## src/rtl/npc_pkg.sv

```systemverilog
// ----------------------------------------------------------------------------
// npc_pkg
// Shared sizes, codes and types of the nearest palette color core.
// ----------------------------------------------------------------------------
package npc_pkg;

  localparam int PALETTE_DEPTH = 16;
  localparam int CHANNEL_BITS  = 16;

  localparam int IDX_BITS  = (PALETTE_DEPTH > 1) ? $clog2(PALETTE_DEPTH) : 1;
  localparam int SIZE_BITS = 5;
  localparam int SQ_BITS   = 2 * CHANNEL_BITS;
  localparam int W_BITS    = 7;
  localparam int DIST_BITS = SQ_BITS + W_BITS;

  localparam logic [W_BITS-1:0] W_RED   = W_BITS'(30);
  localparam logic [W_BITS-1:0] W_GREEN = W_BITS'(59);
  localparam logic [W_BITS-1:0] W_BLUE  = W_BITS'(11);
  localparam logic [W_BITS-1:0] W_UNIT  = W_BITS'(1);

  localparam logic OP_LOAD  = 1'b0;
  localparam logic OP_QUERY = 1'b1;

  localparam logic REG_DISTANCE_MODE = 1'b0;
  localparam logic REG_PALETTE_SIZE  = 1'b1;

  localparam logic MODE_PLAIN    = 1'b0;
  localparam logic MODE_WEIGHTED = 1'b1;

  typedef struct packed {
    logic [CHANNEL_BITS-1:0] blue;
    logic [CHANNEL_BITS-1:0] green;
    logic [CHANNEL_BITS-1:0] red;
  } rgb_t;

  typedef struct packed {
    logic                valid;
    logic                last;
    logic [IDX_BITS-1:0] idx;
    rgb_t                color;
  } tag_t;

endpackage

```

## src/rtl/nearest_palette_color_core.sv

```systemverilog
// ----------------------------------------------------------------------------
// nearest_palette_color_core
// Palette memory with a nearest color search over its entries in use.
// ----------------------------------------------------------------------------
// A load beat (tuser low) writes one palette entry in the cycle it is
// accepted. A query beat (tuser high) reads the entries in use from the
// palette memory, one per cycle, through a four-stage distance pipeline;
// the entries in use are the first palette_size ones, clamped to the
// palette depth. A query against an empty palette returns found low with
// zero color. The input takes a new beat once the previous query has
// handed its result to the output register, which holds it until taken.
module nearest_palette_color_core (
  input  logic        clk,
  input  logic        rst,
  input  logic        s_tvalid,
  output logic        s_tready,
  input  logic [55:0] s_tdata,   // entry_index[3:0], in_red[19:4], in_green[35:20], in_blue[51:36]
  input  logic [0:0]  s_tuser,   // operation[0]
  output logic        m_tvalid,
  input  logic        m_tready,
  output logic [55:0] m_tdata,   // nearest_index[3:0], out_red[19:4], out_green[35:20], out_blue[51:36]
  output logic [0:0]  m_tuser,   // found[0]
  input  logic        cfg_valid,
  output logic        cfg_ready,
  input  logic        cfg_index,
  input  logic [4:0]  cfg_data
);
  import npc_pkg::*;

  typedef enum logic [1:0] {S_IDLE, S_SCAN, S_WAIT, S_DONE} state_t;

  state_t                state;
  logic                  distance_mode;
  logic [SIZE_BITS-1:0]  palette_size;
  logic [SIZE_BITS-1:0]  count;
  logic [IDX_BITS-1:0]   rd_addr;
  logic [IDX_BITS-1:0]   last_addr;
  rgb_t                  query;
  rgb_t                  in_color;
  logic [3:0]            in_index;
  logic                  in_accept;
  logic                  wr_en;
  rgb_t                  palette_mem [PALETTE_DEPTH];
  rgb_t                  rdata;
  logic                  rd_valid;
  logic                  rd_last;
  logic [IDX_BITS-1:0]   rd_idx;
  tag_t                  dist_in;
  tag_t                  out_tag;
  logic [DIST_BITS-1:0]  out_dist;
  logic                  take;
  logic [DIST_BITS-1:0]  best_dist;
  logic [IDX_BITS-1:0]   best_idx;
  rgb_t                  best_color;
  logic                  best_found;
  logic                  res_found;
  logic [IDX_BITS-1:0]   res_idx;
  rgb_t                  res_color;

  assign in_index       = s_tdata[3:0];
  assign in_color.red   = s_tdata[4 +: CHANNEL_BITS];
  assign in_color.green = s_tdata[20 +: CHANNEL_BITS];
  assign in_color.blue  = s_tdata[36 +: CHANNEL_BITS];

  assign s_tready  = (state == S_IDLE);
  assign cfg_ready = 1'b1;
  assign in_accept = s_tvalid && s_tready;
  assign wr_en     = in_accept && (s_tuser[0] == OP_LOAD) &&
                     ({1'b0, in_index} < 5'(PALETTE_DEPTH));
  assign count     = (palette_size > SIZE_BITS'(PALETTE_DEPTH)) ?
                     SIZE_BITS'(PALETTE_DEPTH) : palette_size;

  always_ff @(posedge clk) begin
    if (wr_en) begin
      palette_mem[in_index[IDX_BITS-1:0]] <= in_color;
    end
    rdata <= palette_mem[rd_addr];
  end

  always_ff @(posedge clk) begin
    if (rst) begin
      distance_mode <= MODE_PLAIN;
      palette_size  <= '0;
    end else if (cfg_valid && cfg_ready) begin
      case (cfg_index)
        REG_DISTANCE_MODE: distance_mode <= cfg_data[0];
        REG_PALETTE_SIZE:  palette_size  <= cfg_data;
        default:           ;
      endcase
    end
  end

  always_comb begin
    dist_in.valid = rd_valid;
    dist_in.last  = rd_last;
    dist_in.idx   = rd_idx;
    dist_in.color = rdata;
  end

  npc_dist u_dist (
    .clk      (clk),
    .rst      (rst),
    .mode     (distance_mode),
    .query    (query),
    .in_tag   (dist_in),
    .out_tag  (out_tag),
    .out_dist (out_dist)
  );

  assign take = out_tag.valid && ((out_tag.idx == '0) || (out_dist < best_dist));

  always_ff @(posedge clk) begin
    if (rst) begin
      state    <= S_IDLE;
      rd_valid <= 1'b0;
      m_tvalid <= 1'b0;
    end else begin
      rd_valid <= (state == S_SCAN);
      if (m_tvalid && m_tready && (state != S_DONE)) begin
        m_tvalid <= 1'b0;
      end
      case (state)
        S_IDLE: begin
          if (in_accept && (s_tuser[0] == OP_QUERY)) begin
            if (count == '0) begin
              best_found <= 1'b0;
              state      <= S_DONE;
            end else begin
              best_found <= 1'b1;
              state      <= S_SCAN;
            end
          end
        end
        S_SCAN: begin
          rd_addr <= rd_addr + 1'b1;
          if (rd_addr == last_addr) begin
            state <= S_WAIT;
          end
        end
        S_WAIT: begin
          if (out_tag.valid && out_tag.last) begin
            state <= S_DONE;
          end
        end
        S_DONE: begin
          if (!m_tvalid || m_tready) begin
            m_tvalid  <= 1'b1;
            res_found <= best_found;
            res_idx   <= best_found ? best_idx : '0;
            res_color <= best_found ? best_color : '0;
            state     <= S_IDLE;
          end
        end
        default: state <= S_IDLE;
      endcase
    end
    if (in_accept) begin
      query     <= in_color;
      rd_addr   <= '0;
      last_addr <= IDX_BITS'(count - 1'b1);
    end
    rd_last <= (rd_addr == last_addr);
    rd_idx  <= rd_addr;
    if (take) begin
      best_dist  <= out_dist;
      best_idx   <= out_tag.idx;
      best_color <= out_tag.color;
    end
  end

  assign m_tdata = {4'b0, res_color.blue, res_color.green, res_color.red,
                    4'(res_idx)};
  assign m_tuser = res_found;

  a_empty_zero: assert property (@(posedge clk) disable iff (rst)
    (m_tvalid && !m_tuser[0]) |-> (m_tdata == '0))
    else $error("result without a match carries nonzero data");

  a_pipe_busy: assert property (@(posedge clk) disable iff (rst)
    out_tag.valid |-> ((state == S_SCAN) || (state == S_WAIT)))
    else $error("distance pipeline active outside a query scan");

  a_index_in_use: assert property (@(posedge clk) disable iff (rst)
    (m_tvalid && m_tuser[0]) |-> ({1'b0, m_tdata[3:0]} < count))
    else $error("nearest index beyond the palette in use");

  a_scan_range: assert property (@(posedge clk) disable iff (rst)
    (state == S_SCAN) |-> ({1'b0, rd_addr} < count))
    else $error("palette read beyond the entries in use");

endmodule

```

## src/rtl/npc_dist.sv

```systemverilog
// ----------------------------------------------------------------------------
// npc_dist
// Four-stage pipeline that computes the plain or weighted squared distance
// between one palette entry and the query color, carrying the entry along.
// ----------------------------------------------------------------------------
module npc_dist (
  input  logic                      clk,
  input  logic                      rst,
  input  logic                      mode,
  input  npc_pkg::rgb_t             query,
  input  npc_pkg::tag_t             in_tag,
  output npc_pkg::tag_t             out_tag,
  output logic [npc_pkg::DIST_BITS-1:0] out_dist
);
  import npc_pkg::*;

  tag_t tag1, tag2, tag3, tag4;
  logic [CHANNEL_BITS-1:0] dr, dg, db;
  logic [SQ_BITS-1:0]      sr, sg, sb;
  logic [DIST_BITS-1:0]    pr, pg, pb;
  logic [DIST_BITS-1:0]    dist_sum;

  function automatic logic [CHANNEL_BITS-1:0] abs_diff(
    input logic [CHANNEL_BITS-1:0] a,
    input logic [CHANNEL_BITS-1:0] b
  );
    return (a > b) ? (a - b) : (b - a);
  endfunction

  always_ff @(posedge clk) begin
    if (rst) begin
      tag1.valid <= 1'b0;
      tag2.valid <= 1'b0;
      tag3.valid <= 1'b0;
      tag4.valid <= 1'b0;
    end else begin
      tag1.valid <= in_tag.valid;
      tag2.valid <= tag1.valid;
      tag3.valid <= tag2.valid;
      tag4.valid <= tag3.valid;
    end
    tag1.last  <= in_tag.last;
    tag1.idx   <= in_tag.idx;
    tag1.color <= in_tag.color;
    tag2.last  <= tag1.last;
    tag2.idx   <= tag1.idx;
    tag2.color <= tag1.color;
    tag3.last  <= tag2.last;
    tag3.idx   <= tag2.idx;
    tag3.color <= tag2.color;
    tag4.last  <= tag3.last;
    tag4.idx   <= tag3.idx;
    tag4.color <= tag3.color;

    dr <= abs_diff(in_tag.color.red, query.red);
    dg <= abs_diff(in_tag.color.green, query.green);
    db <= abs_diff(in_tag.color.blue, query.blue);

    sr <= SQ_BITS'(dr) * SQ_BITS'(dr);
    sg <= SQ_BITS'(dg) * SQ_BITS'(dg);
    sb <= SQ_BITS'(db) * SQ_BITS'(db);

    pr <= DIST_BITS'(sr) * DIST_BITS'((mode == MODE_WEIGHTED) ? W_RED : W_UNIT);
    pg <= DIST_BITS'(sg) * DIST_BITS'((mode == MODE_WEIGHTED) ? W_GREEN : W_UNIT);
    pb <= DIST_BITS'(sb) * DIST_BITS'((mode == MODE_WEIGHTED) ? W_BLUE : W_UNIT);

    dist_sum <= pr + pg + pb;
  end

  assign out_tag  = tag4;
  assign out_dist = dist_sum;

endmodule

```

## config.mk

```make
export PLATFORM = sky130hd
export DESIGN_NAME = nearest_palette_color_core
export DESIGN_NICKNAME = d
export VERILOG_FILES = /design/src/rtl/npc_pkg.sv /design/src/rtl/nearest_palette_color_core.sv /design/src/rtl/npc_dist.sv
export SDC_FILE = /design/constraint.sdc
export NUM_CORES = 2
export LEC_CHECK = 0
export CAP_MARGIN = 0
export CORE_MARGIN = 5
export CORE_UTILIZATION = 40
export CTS_BUF_LIST = sky130_fd_sc_hd__clkbuf_8 sky130_fd_sc_hd__clkbuf_16
export CTS_CLUSTER_SIZE = 25
export DETAILED_ROUTE_END_ITERATION = 8
export DONT_BUFFER_PORTS = 1
export GPL_ROUTABILITY_DRIVEN = 0
export GPL_TIMING_DRIVEN = 0
export PLACE_DENSITY = 0.62
export SYNTH_ARGS = -nofsm -noshare
export SYNTH_HDL_FRONTEND = slang
export SYNTH_SLANG_ARGS = --single-unit
```

## constraint.sdc

```tcl
create_clock -name clk -period 8 [get_ports clk]
set_input_delay 0.4 -clock clk [delete_from_list [all_inputs] [get_ports clk]]
set_output_delay 0.4 -clock clk [all_outputs]
set_load 0.02 [all_outputs]
```

==> flow_summary.toml <==
[outcome]
status = "finished clean"

[critical_path]
worst_ep_arrival_time_ns = 8.10
crit_path_end_kind = "flip-flop"
number_of_cells_on_the_worst_reg_to_reg_path = 22
data_required_critical_path_ns = 8.65
reg2reg_from = "u_dist.db[4]"
r2r_end = "u_dist.sb[31]"
critical_path_class = "reg2reg"
setup.reg_to_reg.worst_slack_ns = 0.55
worst_setup_path_start_kind = "flip-flop"
path_max_fanout = 10

[floorplan]
die_width_um = 479
initial_cell_density_of_the_core_pct = 40.1
rows = 172
floorplan.die_area_mm2 = 0.229
fp.dieH_um = 479
ios = 128
total_core_area_mm2 = 0.219

[clock_tree]
numCtsBuffers = 155
cts_root_buffer = "sky130_fd_sc_hd__clkbuf_16"
clock_sinks = 1541
h_tree_level_count = 4
tritoncts = "done"
clock_tree.buffer_depth = 3
cts.clk_slew.worst_paths_ns = 0.06
clock_insertion_delay_worst_skew_ns = 0.82

[grt]
number_of_global_route_vias_before_repair = 54300
grt_use_met1_pct = 21.8
grtUsageTotal_pct = 17.0
grt_most_used_layer = "met2"
initial_antenna_violation_count = 21
grt_use_met2_pct = 29.9
grt_pass1_wl_um = 307000
met3_usage_pct = 2.71
grt_max_degree = 51
grt_remaining_overflow = 0

[sta]
final.setup.worst_slack_ns = 0.549
whs_ns = 0.0679
worst_slew_pin_slew_ns = 1.18
fin_skew_ns = 0.0534
slew_headroom_pct = 21.5
fin_crit_sh_pct = 93.1
fmax_ghz = 0.134
min_period_ns = 7.45
timing.final.max_slew_violations = 0
finalSetupViolCount = 0
final-hold-violation-count = 0
rsz0062_at_grt = "no"

[yosys]
most_common_flop_cell_mapped_by_yosys = "sky130_fd_sc_hd__edfxtp_1"
yosys.area.top_type = "sky130_fd_sc_hd__edfxtp_1"
synth-edff-count = 965
netlist-cell-type-count = 82
yosys_warnings = 0
postSynth.asyncResetShare_pct = 0
synth_area_leaders = "sky130_fd_sc_hd__edfxtp_1 (33%), sky130_fd_sc_hd__fa_1 (17%), sky130_fd_sc_hd__dfxtp_1 (13%), sky130_fd_sc_hd__ha_1 (9.4%), sky130_fd_sc_hd__mux4_2 (6.1%)"
yosys_register_bits = 1541
avgSynthCellArea_um2 = 12.9
netlist_instances = 6843
netlist.area_leader.share_pct = 32.9
synth_area_mm2 = 0.0880
seq_area_frac_synth_pct = 46.0

[layout]
instances_no_fill = 10200
flow.area_growth_from_synthesis_pct = 12.4
fin_nets = 8591
final_layout_size_suffix_gt1_share_pct = 8.82
highest_count_cells_in_the_layout_ignoring_fill_and_taps = "sky130_fd_sc_hd__inv_1 (1247), sky130_fd_sc_hd__edfxtp_1 (965), sky130_fd_sc_hd__fa_1 (729)"
final_util_pct = 45.1
layout.cells.most_common = "sky130_fd_sc_hd__inv_1"

[detailed_routing]
wl_um = 194000
dr.first_iter.drc_count = 3224
antenna_violating_nets_left = 0
dr_total_vias = 50800
drcViolationCount = 0
post_drt_via_cell_ratio = 5.00
drt-wirelength-per-cell_um = 19.1
first_pass_iteration_count_of_the_detailed_router = 5

[worst_hold_path]
hold_start = "s_tuser"
holdPathStages = 2
timing.hold.worst.class = "in2reg"
whs_endpoint = "best_found"

[placed_design]
placement.io_buffers = 0
detailed_place_hpwl_um = 149000
post-place-ws_ns = 0.558
place.detailed.instances = 9776

[flow_run]
timing.max_cap.violations = 0
[metrics by stage]
| stage | area, um^2 | setup TNS, ns |
|---|---|---|
| after global routing | 98900 | 0 |
| after CTS | 98900 | 0 |
| final | 98900 | 0 |
| after floorplan | 88000 | 0 |
| after global placement | 91600 | -566.58 |
| after detailed placement | 92700 | 0 |
[repair_timing]
| action | 4_1_cts | 5_1_grt |
|---|---|---|
| hold buffers | 70 | 0 |
| endpoints found under the hold margin | 891 | 0 |
| setup buffers | 0 | 0 |
| resized for setup | 0 | 0 |
[area by class of cell]
type / count / area (um^2)
Clock buffer: 179 / 4280
Sequential cell: 1541 / 40500
Clock inverter: 111 / 1230
Timing Repair Buffer: 128 / 1660
Multi-Input combinational cell: 3908 / 42400
Buffer: 172 / 686
Tap cell: 2871 / 3590
Antenna cell: 14 / 35.0
Inverter: 1226 / 4600
Fill cell: 19500 / 120000
[synth_stat cells (11+ instances only)]
master,count
sky130_fd_sc_hd__inv_1,1226
sky130_fd_sc_hd__edfxtp_1,965
sky130_fd_sc_hd__fa_1,729
sky130_fd_sc_hd__ha_1,662
sky130_fd_sc_hd__dfxtp_1,576
sky130_fd_sc_hd__nand2_1,367
sky130_fd_sc_hd__and2_1,273
sky130_fd_sc_hd__a21oi_1,248
sky130_fd_sc_hd__mux4_2,240
sky130_fd_sc_hd__a21o_1,184
sky130_fd_sc_hd__xnor2_1,184
sky130_fd_sc_hd__nor2_1,182
sky130_fd_sc_hd__clkbuf_1,144
sky130_fd_sc_hd__o21ai_0,121
sky130_fd_sc_hd__xor2_1,88
sky130_fd_sc_hd__nor2b_1,84
sky130_fd_sc_hd__mux2i_1,49
sky130_fd_sc_hd__nand3_1,49
sky130_fd_sc_hd__nand2b_1,48
sky130_fd_sc_hd__o21bai_1,46
sky130_fd_sc_hd__and3_1,32
sky130_fd_sc_hd__nand4_1,29
sky130_fd_sc_hd__nor3_1,28
sky130_fd_sc_hd__a31oi_1,27
sky130_fd_sc_hd__o21a_1,26
sky130_fd_sc_hd__a211oi_1,21
sky130_fd_sc_hd__buf_1,14
sky130_fd_sc_hd__o31ai_1,12
sky130_fd_sc_hd__or2_2,12
sky130_fd_sc_hd__a21boi_0,11
sky130_fd_sc_hd__a31o_2,11
[critical path, stage by stage, from the launching register on]
cell and delay [ns]:
sky130_fd_sc_hd__dfxtp_1 0.55, sky130_fd_sc_hd__clkbuf_1 0.46, sky130_fd_sc_hd__clkbuf_1 0.54, sky130_fd_sc_hd__nand2_1 0.14, sky130_fd_sc_hd__fa_1 0.52, sky130_fd_sc_hd__fa_1 0.51
sky130_fd_sc_hd__inv_1 0.06, sky130_fd_sc_hd__fa_1 0.50, sky130_fd_sc_hd__fa_1 0.52, sky130_fd_sc_hd__fa_1 0.49, sky130_fd_sc_hd__inv_1 0.05, sky130_fd_sc_hd__fa_1 0.48
sky130_fd_sc_hd__inv_1 0.04, sky130_fd_sc_hd__ha_1 0.35, sky130_fd_sc_hd__nand2_1 0.16, sky130_fd_sc_hd__nor3b_1 0.28, sky130_fd_sc_hd__a21oi_1 0.14, sky130_fd_sc_hd__o31ai_1 0.66
sky130_fd_sc_hd__a31oi_1 0.29, sky130_fd_sc_hd__a21oi_1 0.27, sky130_fd_sc_hd__a21o_1 0.15, sky130_fd_sc_hd__a21oi_1 0.07, sky130_fd_sc_hd__xnor2_1 0.13
[flip-flops by register name (all words and copies together) (netlist names), 48 cells and up]
register	count
u_dist.tag3	54
u_dist.out_tag	54
palette_mem	768
dist_in	48
query	48
u_dist.tag2	54
u_dist.tag1	54
m_tdata	48
best_color	48
[routing by layer]
layer	routed length, um	up-vias
met5	105	-
met4	5400	16
met3	9300	293
met2	97700	1119
met1	81000	25700
li1	-	23700
[kinds of logic (layout without fill, tap and decap cells)]
logic type                 Yosys count  count (layout)  share of synthesized area [%]
adders and majority gates         1391            1391                           26.0
DFF                               1541            1541                           46.0
muxes                              294             294                           6.76
buffers and inverters             1398            1816                           6.01
xor gates and xnor gates           272             272                           2.71
AOI/OAI and AO/OA                  803             803                           5.99
other                                2              20                        0.00853
and+or+nand+nor                   1142            1142                           6.50
[how the worst max path moves through the flow]
stage                endpoint  cells past startpoint          startpoint  slack [ns]
5_1_grt         u_dist.sb[31]                     22        u_dist.db[4]        0.13
3_5_place_dp    u_dist.sb[31]                     22        u_dist.db[4]        0.56
4_1_cts         u_dist.sb[31]                     22        u_dist.db[4]        0.53
3_3_place_gp   best_color[14]                      5  u_dist.out_tag[49]       -2.57
2_1_floorplan   best_color[0]                      9       best_dist[16]        1.57
6_report        u_dist.sb[31]                     22        u_dist.db[4]        0.55
Power is not shown: default switching activity piles up to over one toggle a cycle in this logic, so the estimate is an artifact.
